**config.mk**
```make
export PLATFORM = sky130hd
export DESIGN_NAME = float_vector_reduction_unit
export DESIGN_NICKNAME = d
export VERILOG_FILES = /design/src/hw/rtl/fvr_pkg.sv /design/src/hw/rtl/fvr_fadd.sv /design/src/hw/rtl/fvr_term.sv /design/src/hw/rtl/fvr_accum.sv /design/src/hw/rtl/float_vector_reduction_unit.sv
export SDC_FILE = /design/constraint.sdc
export NUM_CORES = 2
export LEC_CHECK = 0
export BUFFER_PORTS_ARGS = -buffer_cell sky130_fd_sc_hd__buf_4
export CORE_MARGIN = 4
export CORE_UTILIZATION = 51
export DETAILED_ROUTE_END_ITERATION = 12
export PLACE_DENSITY = 0.67
export RECOVER_POWER = 50
export SLEW_MARGIN = 0
export SYNTH_ARGS = -nofsm -noshare
export SYNTH_HDL_FRONTEND = slang
export SYNTH_SLANG_ARGS = --single-unit
```
**constraint.sdc**
```tcl
create_clock -name clock -period 25 [get_ports clock]
set_input_delay 3.75 -clock clock [delete_from_list [all_inputs] [get_ports clock]]
set_output_delay 3.75 -clock clock [all_outputs]
set_load 0.03 [all_outputs]
```
**src/hw/rtl/fvr_pkg.sv**
```systemverilog
// Package for the float vector reduction unit: format constants, mode codes,
// stage word types and small floating-point helper functions.
// No dependencies.
`timescale 1ns / 1ps
`default_nettype none

package fvr_pkg;

   localparam int F32_EXP_W  = 8;
   localparam int F32_FRAC_W = 23;
   localparam int F64_EXP_W  = 11;
   localparam int F64_FRAC_W = 52;
   localparam int F64_BIAS   = 1023;

   localparam logic [31:0] F32_ONE  = 32'h3F80_0000;
   localparam logic [63:0] F64_QNAN = 64'h7FF8_0000_0000_0000;

   typedef enum logic [2:0] {
      MODE_SUM      = 3'd0,
      MODE_DOT      = 3'd1,
      MODE_NORM     = 3'd2,
      MODE_DIST     = 3'd3,
      MODE_MAX_ABS  = 3'd4,
      MODE_MAX_DIFF = 3'd5
   } mode_type;

   // Single-precision operand with the significand normalized, so that the
   // leading one always sits in the top bit for any nonzero finite value.
   typedef struct packed {
      logic              sign;
      logic              is_zero;
      logic              is_inf;
      logic              is_nan;
      logic signed [9:0] expo;
      logic [23:0]       mant;
   } op_type;

   typedef struct packed {
      logic [63:0] term;
      mode_type    mode;
      logic        last;
   } term_word_type;

   function automatic op_type f32_unpack(input logic [31:0] f);
      op_type      o;
      logic [4:0]  top;
      logic [7:0]  e;
      logic [22:0] fr;
      e   = f[30:23];
      fr  = f[22:0];
      top = '0;
      for (int i = 0; i < 23; i++) begin
         if (fr[i]) begin
            top = 5'(i);
         end
      end
      o.sign    = f[31];
      o.is_nan  = (e == 8'hFF) && (fr != '0);
      o.is_inf  = (e == 8'hFF) && (fr == '0);
      o.is_zero = (e == 8'h00) && (fr == '0);
      if (e != 8'h00) begin
         o.expo = $signed({2'b00, e}) - 10'sd127;
         o.mant = {1'b1, fr};
      end else begin
         // Subnormal: move the highest set bit up to the hidden position.
         o.expo = $signed({5'b00000, top}) - 10'sd149;
         o.mant = {1'b0, fr} << (5'd23 - top);
      end
      return o;
   endfunction

   function automatic logic f64_is_nan(input logic [63:0] d);
      return (d[62:52] == 11'h7FF) && (d[51:0] != '0);
   endfunction

   function automatic logic [63:0] f64_canon(input logic [63:0] d);
      return f64_is_nan(d) ? F64_QNAN : d;
   endfunction

endpackage

`default_nettype wire

```
**src/hw/rtl/fvr_fadd.sv**
```systemverilog
// Combinational IEEE binary floating-point adder, round to nearest even.
// Format set by exponent and fraction widths; uses fvr_pkg for defaults.
`timescale 1ns / 1ps
`default_nettype none

module fvr_fadd #(
   parameter int EXP_W  = fvr_pkg::F64_EXP_W,
   parameter int FRAC_W = fvr_pkg::F64_FRAC_W
) (
   input  logic [EXP_W+FRAC_W:0] opa,
   input  logic [EXP_W+FRAC_W:0] opb,
   output logic [EXP_W+FRAC_W:0] sum_out
);

   localparam int W   = EXP_W + FRAC_W + 1;
   localparam int MW  = FRAC_W + 1;
   localparam int AW  = MW + 3;
   localparam int SW  = AW + 1;
   localparam int EW  = EXP_W + 1;
   localparam int LZW = $clog2(SW);
   localparam logic [EXP_W-1:0] EXP_MAX = {EXP_W{1'b1}};

   logic              sa, sb, sx, sy;
   logic [EXP_W-1:0]  ea, eb, ex_f, ey_f;
   logic [FRAC_W-1:0] fa, fb, fx, fy;
   logic              nan_a, nan_b, inf_a, inf_b, swap;
   logic [EW-1:0]     ex, ey, d, exm1, lz_e, sh, exp_n;
   logic [AW-1:0]     xa, ya, ysh, yal, norm;
   logic              lost, ovf, rnd, zs;
   logic [SW-1:0]     sum_v;
   logic [LZW-1:0]    lz;
   logic [EXP_W-1:0]  field;
   logic [FRAC_W-1:0] frac_n;
   logic [W-2:0]      packed_v;

   assign sa = opa[W-1];
   assign sb = opb[W-1];
   assign ea = opa[W-2:FRAC_W];
   assign eb = opb[W-2:FRAC_W];
   assign fa = opa[FRAC_W-1:0];
   assign fb = opb[FRAC_W-1:0];

   assign nan_a = (ea == EXP_MAX) && (fa != '0);
   assign nan_b = (eb == EXP_MAX) && (fb != '0);
   assign inf_a = (ea == EXP_MAX) && (fa == '0);
   assign inf_b = (eb == EXP_MAX) && (fb == '0);

   // The larger magnitude goes first so that alignment only shifts right.
   assign swap = opb[W-2:0] > opa[W-2:0];
   assign sx   = swap ? sb : sa;
   assign sy   = swap ? sa : sb;
   assign ex_f = swap ? eb : ea;
   assign ey_f = swap ? ea : eb;
   assign fx   = swap ? fb : fa;
   assign fy   = swap ? fa : fb;

   assign ex = (ex_f == '0) ? EW'(1) : {1'b0, ex_f};
   assign ey = (ey_f == '0) ? EW'(1) : {1'b0, ey_f};
   assign d  = ex - ey;

   assign xa   = {(ex_f != '0), fx, 3'b000};
   assign ya   = {(ey_f != '0), fy, 3'b000};
   assign ysh  = ya >> d;
   assign lost = |(ya & ~({AW{1'b1}} << d));
   assign yal  = {ysh[AW-1:1], ysh[0] | lost};

   assign sum_v = (sx == sy) ? ({1'b0, xa} + {1'b0, yal}) : ({1'b0, xa} - {1'b0, yal});

   always_comb begin
      lz = '0;
      for (int i = 0; i < SW - 1; i++) begin
         if (sum_v[i]) begin
            lz = LZW'(SW - 2 - i);
         end
      end
   end

   assign lz_e = EW'(lz);
   assign exm1 = ex - EW'(1);
   assign sh   = (lz_e < exm1) ? lz_e : exm1;

   always_comb begin
      if (sum_v[SW-1]) begin
         norm  = {sum_v[SW-1:2], sum_v[1] | sum_v[0]};
         exp_n = ex + EW'(1);
      end else begin
         norm  = sum_v[AW-1:0] << sh;
         exp_n = ex - sh;
      end
   end

   assign ovf      = exp_n >= {1'b0, EXP_MAX};
   assign field    = norm[AW-1] ? exp_n[EXP_W-1:0] : '0;
   assign frac_n   = norm[AW-2:3];
   assign rnd      = norm[2] & (norm[1] | norm[0] | frac_n[0]);
   // A rounding carry runs on into the exponent field, up to infinity.
   assign packed_v = {field, frac_n} + (W-1)'(rnd);
   assign zs       = (sa == sb) ? sa : 1'b0;

   always_comb begin
      if (nan_a || nan_b || (inf_a && inf_b && (sa != sb))) begin
         sum_out = {1'b0, EXP_MAX, 1'b1, {(FRAC_W-1){1'b0}}};
      end else if (inf_a) begin
         sum_out = opa;
      end else if (inf_b) begin
         sum_out = opb;
      end else if (sum_v == '0) begin
         sum_out = {zs, {(W-1){1'b0}}};
      end else if (ovf) begin
         sum_out = {sx, EXP_MAX, {FRAC_W{1'b0}}};
      end else begin
         sum_out = {sx, packed_v};
      end
   end

endmodule

`default_nettype wire

```
**src/hw/rtl/fvr_term.sv**
```systemverilog
// Term pipeline: input register, single difference, operand select,
// unpack and exact double product. Uses fvr_pkg and fvr_fadd.
`timescale 1ns / 1ps
`default_nettype none

module fvr_term (
   input  logic                  clock,
   input  logic                  reset,
   input  logic                  req_valid,
   input  logic [63:0]           req_data,
   input  logic                  req_last,
   input  logic [2:0]            mode,
   output logic                  req_ready,
   output logic                  term_valid,
   output fvr_pkg::term_word_type term_word,
   input  logic                  term_take
);

   logic a_valid_ff, b_valid_ff, c_valid_ff, d_valid_ff;
   logic en_a, en_b, en_c, en_d;

   logic [31:0]       a_a_ff, a_b_ff;
   fvr_pkg::mode_type a_mode_ff, b_mode_ff, c_mode_ff, d_mode_ff;
   logic              a_last_ff, b_last_ff, c_last_ff, d_last_ff;

   logic [31:0] diff;
   logic [31:0] b_p_ff, b_q_ff, p_in, q_in;

   fvr_pkg::op_type c_p_ff, c_q_ff;

   logic [47:0]       prod;
   logic signed [9:0] exp_sum;
   logic [10:0]       exp_b;
   logic [51:0]       frac_p;
   logic              s_p, nan_p, inf_p, zero_p;
   logic [63:0]       term_in, d_term_ff;

   assign en_d      = !d_valid_ff || term_take;
   assign en_c      = !c_valid_ff || en_d;
   assign en_b      = !b_valid_ff || en_c;
   assign en_a      = !a_valid_ff || en_b;
   assign req_ready = en_a;

   always_ff @(posedge clock) begin
      if (reset) begin
         a_valid_ff <= 1'b0;
         b_valid_ff <= 1'b0;
         c_valid_ff <= 1'b0;
         d_valid_ff <= 1'b0;
      end else begin
         if (en_a) a_valid_ff <= req_valid;
         if (en_b) b_valid_ff <= a_valid_ff;
         if (en_c) c_valid_ff <= b_valid_ff;
         if (en_d) d_valid_ff <= c_valid_ff;
      end
   end

   always_ff @(posedge clock) begin
      if (en_a) begin
         a_a_ff    <= req_data[31:0];
         a_b_ff    <= req_data[63:32];
         a_mode_ff <= fvr_pkg::mode_type'(mode);
         a_last_ff <= req_last;
      end
      if (en_b) begin
         b_p_ff    <= p_in;
         b_q_ff    <= q_in;
         b_mode_ff <= a_mode_ff;
         b_last_ff <= a_last_ff;
      end
      if (en_c) begin
         c_p_ff    <= fvr_pkg::f32_unpack(b_p_ff);
         c_q_ff    <= fvr_pkg::f32_unpack(b_q_ff);
         c_mode_ff <= b_mode_ff;
         c_last_ff <= b_last_ff;
      end
      if (en_d) begin
         d_term_ff <= term_in;
         d_mode_ff <= c_mode_ff;
         d_last_ff <= c_last_ff;
      end
   end

   // The difference a-b, rounded to single.
   fvr_fadd #(
      .EXP_W  (fvr_pkg::F32_EXP_W),
      .FRAC_W (fvr_pkg::F32_FRAC_W)
   ) u_sub (
      .opa     (a_a_ff),
      .opb     ({~a_b_ff[31], a_b_ff[30:0]}),
      .sum_out (diff)
   );

   // Every mode becomes one product p*q; modes without a second factor use 1.0.
   always_comb begin
      case (a_mode_ff)
         fvr_pkg::MODE_SUM: begin
            p_in = a_a_ff;
            q_in = fvr_pkg::F32_ONE;
         end
         fvr_pkg::MODE_DOT: begin
            p_in = a_a_ff;
            q_in = a_b_ff;
         end
         fvr_pkg::MODE_NORM: begin
            p_in = a_a_ff;
            q_in = a_a_ff;
         end
         fvr_pkg::MODE_DIST: begin
            p_in = diff;
            q_in = diff;
         end
         fvr_pkg::MODE_MAX_ABS: begin
            p_in = {1'b0, a_a_ff[30:0]};
            q_in = fvr_pkg::F32_ONE;
         end
         fvr_pkg::MODE_MAX_DIFF: begin
            p_in = {1'b0, diff[30:0]};
            q_in = fvr_pkg::F32_ONE;
         end
         default: begin
            p_in = a_a_ff;
            q_in = fvr_pkg::F32_ONE;
         end
      endcase
   end

   // Two 24-bit significands give at most 48 bits, so the double is exact.
   assign prod    = c_p_ff.mant * c_q_ff.mant;
   assign exp_sum = c_p_ff.expo + c_q_ff.expo + $signed({9'd0, prod[47]});
   assign exp_b   = {exp_sum[9], exp_sum} + 11'd1023;
   assign frac_p  = prod[47] ? {prod[46:0], 5'b0} : {prod[45:0], 6'b0};
   assign s_p     = c_p_ff.sign ^ c_q_ff.sign;
   assign nan_p   = c_p_ff.is_nan || c_q_ff.is_nan ||
                    (c_p_ff.is_inf && c_q_ff.is_zero) || (c_q_ff.is_inf && c_p_ff.is_zero);
   assign inf_p   = c_p_ff.is_inf || c_q_ff.is_inf;
   assign zero_p  = c_p_ff.is_zero || c_q_ff.is_zero;

   always_comb begin
      if (nan_p) begin
         term_in = fvr_pkg::F64_QNAN;
      end else if (inf_p) begin
         term_in = {s_p, 11'h7FF, 52'd0};
      end else if (zero_p) begin
         term_in = {s_p, 63'd0};
      end else begin
         term_in = {s_p, exp_b, frac_p};
      end
   end

   assign term_valid     = d_valid_ff;
   assign term_word.term = d_term_ff;
   assign term_word.mode = d_mode_ff;
   assign term_word.last = d_last_ff;

endmodule

`default_nettype wire

```
**src/hw/rtl/fvr_accum.sv**
```systemverilog
// Double-precision accumulate and maximum loop with the result register.
// Uses fvr_pkg and fvr_fadd.
`timescale 1ns / 1ps
`default_nettype none

module fvr_accum (
   input  logic                   clock,
   input  logic                   reset,
   input  logic                   term_valid,
   input  fvr_pkg::term_word_type term_word,
   output logic                   term_take,
   output logic                   rsp_valid,
   output logic [63:0]            rsp_data,
   input  logic                   rsp_ready
);

   logic [63:0] run_ff, run_in, add_res, rsp_data_ff;
   logic        rsp_valid_ff, gt;
   logic [62:0] t_mag, r_mag;

   fvr_fadd #(
      .EXP_W  (fvr_pkg::F64_EXP_W),
      .FRAC_W (fvr_pkg::F64_FRAC_W)
   ) u_add (
      .opa     (run_ff),
      .opb     (term_word.term),
      .sum_out (add_res)
   );

   // The candidate magnitude is never negative; a NaN on either side never wins.
   assign t_mag = term_word.term[62:0];
   assign r_mag = run_ff[62:0];
   assign gt    = !fvr_pkg::f64_is_nan(term_word.term) && !fvr_pkg::f64_is_nan(run_ff) &&
                  (run_ff[63] ? ((t_mag != '0) || (r_mag != '0)) : (t_mag > r_mag));

   always_comb begin
      case (term_word.mode)
         fvr_pkg::MODE_SUM, fvr_pkg::MODE_DOT, fvr_pkg::MODE_NORM, fvr_pkg::MODE_DIST: begin
            run_in = add_res;
         end
         fvr_pkg::MODE_MAX_ABS, fvr_pkg::MODE_MAX_DIFF: begin
            run_in = gt ? term_word.term : run_ff;
         end
         default: begin
            run_in = run_ff;
         end
      endcase
   end

   assign term_take = term_valid && (!term_word.last || !rsp_valid_ff || rsp_ready);

   always_ff @(posedge clock) begin
      if (reset) begin
         run_ff       <= '0;
         rsp_valid_ff <= 1'b0;
      end else begin
         if (term_take) begin
            run_ff <= term_word.last ? '0 : run_in;
         end
         if (term_take && term_word.last) begin
            rsp_valid_ff <= 1'b1;
         end else if (rsp_ready) begin
            rsp_valid_ff <= 1'b0;
         end
      end
   end

   always_ff @(posedge clock) begin
      if (term_take && term_word.last) begin
         rsp_data_ff <= fvr_pkg::f64_canon(run_in);
      end
   end

   assign rsp_valid = rsp_valid_ff;
   assign rsp_data  = rsp_data_ff;

endmodule

`default_nettype wire

```
**src/hw/rtl/float_vector_reduction_unit.sv**
```systemverilog
// Top level of the float vector reduction unit.
// Uses fvr_pkg, fvr_term and fvr_accum.
//
// Reduces streams of single-precision element pairs into one double result
// per vector: sum, dot product, squared norm, squared distance (difference
// rounded to single first), largest |a| or largest |a-b|, chosen by the mode
// register. All rounding is round to nearest even, and any NaN result is given
// as the canonical quiet NaN. The block takes one word per cycle unless a last
// word waits on an untaken result; the limit is the combinational double add
// and round of the accumulate loop. The result passes the term and result
// registers, and the running value returns to +0. Write the mode only while idle.
`timescale 1ns / 1ps
`default_nettype none

module float_vector_reduction_unit (
   input  logic        clock,
   input  logic        reset,
   input  logic        req_tvalid,
   output logic        req_tready,
   input  logic [63:0] req_tdata,   // elem_a [31:0], elem_b [63:32]
   input  logic        req_tlast,
   output logic        rsp_tvalid,
   input  logic        rsp_tready,
   output logic [63:0] rsp_tdata,   // result [63:0]
   input  logic        csr_wr_en,
   input  logic [2:0]  csr_wr_data
);

   logic [2:0]             mode_ff;
   logic                   term_valid, term_take;
   fvr_pkg::term_word_type term_word;

   always_ff @(posedge clock) begin
      if (reset) begin
         mode_ff <= fvr_pkg::MODE_SUM;
      end else if (csr_wr_en) begin
         mode_ff <= csr_wr_data;
      end
   end

   fvr_term u_term (
      .clock      (clock),
      .reset      (reset),
      .req_valid  (req_tvalid),
      .req_data   (req_tdata),
      .req_last   (req_tlast),
      .mode       (mode_ff),
      .req_ready  (req_tready),
      .term_valid (term_valid),
      .term_word  (term_word),
      .term_take  (term_take)
   );

   fvr_accum u_accum (
      .clock      (clock),
      .reset      (reset),
      .term_valid (term_valid),
      .term_word  (term_word),
      .term_take  (term_take),
      .rsp_valid  (rsp_tvalid),
      .rsp_data   (rsp_tdata),
      .rsp_ready  (rsp_tready)
   );

endmodule

`default_nettype wire

```
; ---- After elaboration in Yosys (flattened, before gate mapping)
; Index checks and enable logic that the tools add are counted.
[word_totals]
ff_bits = 420
input_bits = 73
output_inout_bits = 66
[op_classes]
n_addsub = 23
mul = 1
magnitude_cmp = 6
n_eq_ne = 23
n_shift = 8
muxes = 180
bitwise = 17
n_reduce_logical = 87
[op_table]
columns = op, n
row1 = 64-bit two-way mux, 6
row2 = 6-bit two-way mux, 56
row3 = 5-bit two-way mux, 43
row4 = 52-bit two-way mux, 4
row5 = 32-bit one-hot mux with 3 select lines, 2
row6 = 52-bit nonzero test, 3
row7 = 32-bit two-way mux, 4
row8 = 64-bit one-hot mux with 2 select lines, 1
row9 = 63-bit two-way mux, 2
row10 = 63-bit nonzero test, 2
row11 = 52-bit logical NOT, 2
row12 = 23-bit logical NOT, 4
row13 = 23-bit nonzero test, 4
row14 = 34-bit two-way mux, 2
row15 = 4-bit two-way mux, 16
row16 = 63-bit by 1-bit adder with 63-bit output, 1
row17 = 63-bit greater-than comparator, 1
row18 = 56-bit by 56-bit adder with 57-bit output, 1
row19 = 57-bit logical NOT, 1
row20 = 57-bit two-way mux, 1
row21 = 56-bit by 56-bit subtractor with 57-bit output, 1
row22 = 56-bit bitwise AND, 1
row23 = 56-bit two-way mux, 1
row24 = 56-bit NOT, 1
row25 = other kinds (69), 185

; ---- Longest topological paths before layout
[depth]
ltp_word = 84
mapped_depth = 113
mapped_depth_nobuf = 93

; ---- By module
; A second synthesis with hierarchy kept.
[unflattened]
hier_cells = 10491
area_unflattened_um2 = 79937.9
[modules_own_cells]
columns = module, n_inst, cells_each, area_each_um2, seq_area_each_um2
row1 = fvr_term, 1, 3443, 33338.2, 8398.1
row2 = fvr_fadd at u_accum.u_add, 1, 4168, 26177.6, 0.0
row3 = fvr_fadd at u_term.u_sub, 1, 1905, 12254.3, 0.0
row4 = fvr_accum, 1, 966, 8066.5, 3223.1
row5 = float_vector_reduction_unit, 1, 9, 101.3, 60.1

; ---- Worst setup path after synthesis
; Ideal clock, no wire load.
[synth_path]
kind = reg2reg
startpoint = register u_accum.run_ff[53]
endpoint = register u_accum.rsp_data_ff[51] (netlist: u_accum.rsp_data[51]) (data pin)
arrival_time_ns = 21.429
required_ns = 24.745
setup_slack_ns = 3.316
stages_incl_launch_ff = 104
n_path_buf = 25
cell_sequence = dfxtp_1 > clkbuf_1 > inv_1 > ha_1 > nand4_1 > nor3_1 > a221oi_1 > o31ai_1 > a41oi_2 > a21oi_2 > buf_2 > buf_2 > buf_1 > clkbuf_1 > buf_1 > nor2_1 > a21oi_1 > nand4_1 > [... 68 more ...] > a21o_1 > a21oi_1 > a31oi_1 > nor2_1 > mux2_2 > o21ai_0 > o21ai_0 > nor3_1 > or4b_2 > buf_2 > clkbuf_1 > buf_1 > buf_1 > o22ai_1 > or4_1 > or4_1 > buf_2 > a31o_1
[synth_between]
elab_chain_cells = 84
word_cells_on_any_way = 119
classes_between = 7 x add/sub / 3 x order compare / 3 x eq/ne / 3 x shift / 77 x mux / 7 x bitwise / 19 x reduce/logical
[synth_rtl]
columns = element, line
row1 = from (decl), fvr_accum.sv:17  ; logic [63:0] run_ff, run_in, add_res, rsp_data_ff;
row2 = from (signal assigned), fvr_accum.sv:58  ; run_ff <= term_word.last ? '0 : run_in;
row3 = 63-bit greater-than comparator, "fvr_fadd.sv:49, fvr_accum.sv:34"
row4 = "11-bit two-way mux, on equally long branches", "fvr_fadd.sv:52, fvr_fadd.sv:53"
row5 = "11-bit logical NOT, on equally long branches", "fvr_fadd.sv:57, fvr_fadd.sv:58"
row6 = "11-bit two-way mux, on equally long branches", "fvr_fadd.sv:57, fvr_fadd.sv:58"
row7 = 11-bit by 11-bit subtractor with 12-bit output, fvr_fadd.sv:59  ; assign d = ex - ey;
row8 = 56-bit by 12-bit << shifter with 56-bit output, fvr_fadd.sv:64  ; assign lost = |(ya & ~({AW{1'b1}} << d));
row9 = 56-bit NOT, fvr_fadd.sv:64
row10 = 56-bit bitwise AND, fvr_fadd.sv:64
row11 = [... 68 more ...], --
row12 = 63-bit two-way mux, fvr_fadd.sv:109  ; end else if (ovf) begin
row13 = 64-bit two-way mux, fvr_fadd.sv:107  ; end else if (sum_v == '0) begin
row14 = 64-bit two-way mux, fvr_fadd.sv:105  ; end else if (inf_b) begin
row15 = 64-bit two-way mux, fvr_fadd.sv:103  ; end else if (inf_a) begin
row16 = 64-bit two-way mux, fvr_fadd.sv:101  ; if (nan_a || nan_b || (inf_a && inf_b && (sa != sb))) begin
row17 = 64-bit one-hot mux with 2 select lines (*), fvr_accum.sv:37  ; case (term_word.mode)
row18 = 52-bit nonzero test / 11-bit equality test (equally long branches), fvr_pkg.sv:73  ; return (d[62:52] == 11'h7FF) && (d[51:0] != '0);
row19 = 1-bit logical AND, fvr_pkg.sv:73
row20 = to (signal assigned), fvr_accum.sv:70  ; rsp_data_ff <= fvr_pkg::f64_canon(run_in);
row21 = to (decl), fvr_accum.sv:17
; Mark *: on every way between the ends. The rest lies on a longest branch, timed or not.
; A chain may end at the register's enable or synchronous reset.

; ---- Worst setup path after layout
; Ends and elaborated chain as after synthesis.

==> results.md <==
- Die area: about 150000 µm²
- Syn avg cell area: around 7.8 µm²
- Most instantiated cells after synthesis: 1239 x nand2_1, 896 x inv_1, 760 x nor2_1, 535 x a21oi_1, 510 x o21ai_0
- CTS tree: done
- First-iteration detailed-routing DRC count: approximately 13000
- Startpoint types: flop
- Post-synthesis cell area: 73900 µm²
- Placed Area: 79300 µm²
- Fin nets: 10600
- Num ports: approximately 140
- First-pass GRT wire length: 517000 µm
- Max Freq: ~42 MHz
- Syn. warnings: 0
- Avg WL per Cell: 31.0 µm
- Num Clock Sinks: 410
- Width of the die: 389 µm
- Number of synthesized flops with an enable pin: 338
- Final hold vios: 0
- Vias per cell: 6.95
- Final period util: between 90% and 100%
- Crit Path Max Fanout: 35
- Inserted Clock Buffers: 47
- Crit-path slowest cell: o2111ai_1
- Clk_lat worst skew: 0.69 ns
- Post-synth cell types: 119
- Area share of the largest cell type after synthesis: a little over an eighth
- CP Capture Type: flop
- Hold-fix buffers at CTS: 0
- Largest net degree at the start of global routing: about 140
- Hold Path Class: flop to flop
- Die Height: 389 µm
- Failing checks: max-capacitance violations, max-slew violations
- Critical path's most frequent cell: a21oi_1
- RSZ-0062 raised after global routing: no
- Routed via count: 80000
- Max Cap Viol: 8
- Cell with the most instances after synthesis: nand2_1
- GPL Wtd Cong: 1.20
- Clock Path Buffers: 3
- Top post-synthesis cells by area: edfxtp_1 14%, fa_1 13%, ha_1 8.3%
- Final instance area: 80600 µm²
- DRT Pass-1 Iters: 12
- Port Buf Inserts: between 100 and 150
- Syn-to-layout area delta: 9.02%
- WP data arrival: 24.03 ns
- Row cnt: between 100 and 150
- Total negative setup slack: 0 ns
- Cells after Synth: 9452
- Max-slew violations: 495
- Critical Path Max Stage Delay: 0.77 ns
- Slew margin rel.: -195%
- Mapped Nets: between 10000 and 15000
- Clk_skew: 0.0469 ns
- Worst setup path class: flop to flop
- Yosys reg bits: 410
- DRC Markers: 0
- DRT Wirelength: between 300000 and 400000 µm
- Core box area: 144000 µm²
- Primary FF master, synth: edfxtp_1
- Initial Util: 51.4%
- Fillcell total: around 13000
- H-tree Lvls: 2
- Clock Pin Slew Worst Setup and Hold Paths: approximately 0.070 ns
- Post-synth top area cell: edfxtp_1
- Post-synthesis sequential area ratio: 15.7%
- Req. time, crit path: 25.43 ns
- Post-place setup slack: 2.18 ns
- Worst-margin pin slew: approximately 4.4 ns
- Crit path time final: about 24 ns
- Initial antenna violation count: 25
- Finish-stage setup viols: 0
- Asr flop ratio synth: 0%
- Gr usage total: 45.7%
- Run status: finished, violations left
- DRT antenna net count: 0
- Ratio of cells with drive above 1 in the final layout: 10.0%
- Fin worst setup slack: 1.40 ns
- Vias in the first global route: between 70000 and 80000
- DP HPWL: roughly 280000 µm
- GRT overflow: 0
- Clock root cell: clkbuf_16
[final cells by class]
| class | count | area [µm²] | share of cell area, % |
|---|---|---|---|
| Clock inverter | 33 | 379 | 0.470 |
| Multi-Input combinational cell | 7562 | 56900 | 70.6 |
| Clock buffer | 54 | 1240 | 1.54 |
| Sequential cell | 410 | 11600 | 14.4 |
| Tap cell | 1903 | 2380 | 2.95 |
| Inverter | 905 | 3400 | 4.22 |
| Antenna cell | 13 | 32.5 | 0.0404 |
| Timing Repair Buffer | 637 | 4670 | 5.79 |
[critical path, delay by kind of cell (launching register included)]
family | cells | cell delay [ns]
AOI/OAI and AO/OA | 36 | 10.01
and+or+nand+nor | 35 | 8.28
adders and majority gates | 6 | 1.79
buffers and inverters | 10 | 1.67
muxes | 1 | 0.65
DFF | 1 | 0.60
xor gates and xnor gates | 2 | 0.29
[cell families (layout without fill, tap and decap cells)]
| logic type | after synthesis | after routing | synth area share (%) |
|---|---|---|---|
| mux | 628 | 628 | 9.73 |
| fa+ha+maj | 980 | 980 | 21.5 |
| flops | 410 | 410 | 15.7 |
| simple gates | 3389 | 3389 | 21.6 |
| buf+inv | 1480 | 1629 | 7.77 |
| other cells | 0 | 13 | 0 |
| xor+xnor | 239 | 239 | 2.83 |
| compound gates | 2326 | 2326 | 20.8 |
[final timing paths]
kind	startpoint	endpoint	slack (ns)	cells after the start
max	u_accum.run_ff[53]$_SDFFE_PP0P_	u_accum.rsp_data[51]$_SDFFCE_PP1P_	1.40	90
min	u_term.b_q_ff[31]$_SDFFCE_PN0P_	u_term.c_q_ff[37]$_DFFE_PP_	0.42	0
max reg2reg	u_accum.run_ff[53]$_SDFFE_PP0P_	u_accum.rsp_data[51]$_SDFFCE_PP1P_	1.40	90
min reg2reg	u_term.b_q_ff[31]$_SDFFCE_PN0P_	u_term.c_q_ff[37]$_DFFE_PP_	0.42	0
[state kept, by name (all words and copies together), names as in the netlist]
name / cells
u_term.b_mode_ff: 2
u_term.b_last_ff: 1
mode_ff: 3
u_term.d_last_ff: 1
u_term.d_term_ff: 59
u_term.b_p_ff: 32
u_accum.rsp_data: 64
u_term.c_p_ff: 37
u_term.b_q_ff: 32
u_term.c_last_ff: 1
u_term.c_mode_ff: 2
u_term.term_valid: 1
u_term.a_valid_ff: 1
u_term.a_b_ff: 32
u_term.c_valid_ff: 1
u_accum.rsp_valid: 1
u_term.a_mode_ff: 3
u_term.b_valid_ff: 1
u_term.a_a_ff: 32
u_term.d_mode_ff: 2
u_term.a_last_ff: 1
u_term.c_q_ff: 37
u_accum.run_ff: 64
[placed cells by master (no fill, tap or decap), types with 39 or more instances in the layout]
| master | Yosys | final |
|---|---|---|
| o31ai_1 | 56 | 56 |
| mux4_2 | 58 | 58 |
| a22oi_1 | 80 | 80 |
| nor2b_1 | 44 | 44 |
| nand2_1 | 1239 | 1236 |
| o22ai_1 | 75 | 75 |
| dfxtp_1 | 72 | 72 |
| ha_1 | 492 | 489 |
| and2_1 | 245 | 245 |
| a31oi_1 | 142 | 141 |
| xnor2_1 | 165 | 160 |
| or3_1 | 58 | 58 |
| inv_1 | 896 | 897 |
| clkbuf_16 | 0 | 48 |
| buf_4 | 10 | 484 |
| nand2b_1 | 97 | 97 |
| nand3_1 | 231 | 229 |
| mux2_2 | 96 | 94 |
| o211ai_1 | 107 | 107 |
| or2_2 | 52 | 53 |
| fa_1 | 488 | 488 |
| a21o_1 | 89 | 88 |
| nand4_1 | 90 | 90 |
| xor2_1 | 74 | 71 |
| nor3_1 | 253 | 253 |
| a21oi_1 | 535 | 534 |
| nor4_1 | 98 | 93 |
| mux2i_1 | 465 | 460 |
| and3_1 | 65 | 65 |
| o21bai_1 | 73 | 73 |
| clkbuf_1 | 441 | 85 |
| o2111ai_1 | 39 | 39 |
| nor2_1 | 760 | 755 |
| a211oi_1 | 97 | 95 |
| o21ai_0 | 510 | 506 |
| edfxtp_1 | 338 | 338 |
| clkbuf_4 | 1 | 57 |
[per-layer routing]
layer  track usage [%]  share of wire [%]
met5              1.12               0.15
met4              18.8                5.6
met2              63.1                 39
met3              21.1                 17
met1              61.2                 39
[stage by stage]
step | utilization [%] | hold slack, ns | std cells
floorplan | - | 0.400 | 9452
global placement | 55.1 | 0.401 | 11400
detailed placement | 55.1 | 0.405 | 11400
CTS | 56.2 | 0.417 | 11500
global route | 56.0 | 0.425 | 11500
finish | 56.0 | 0.415 | 11500
[what timing repair did]
action	4_1_cts	5_1_grt
buffers inserted	0	0
resized for setup	0	3
setup endpoints to repair	0	53
Power is left out: the tool's default activity adds up to more than one toggle a clock period on the data nets, which glitch-free logic cannot reach.
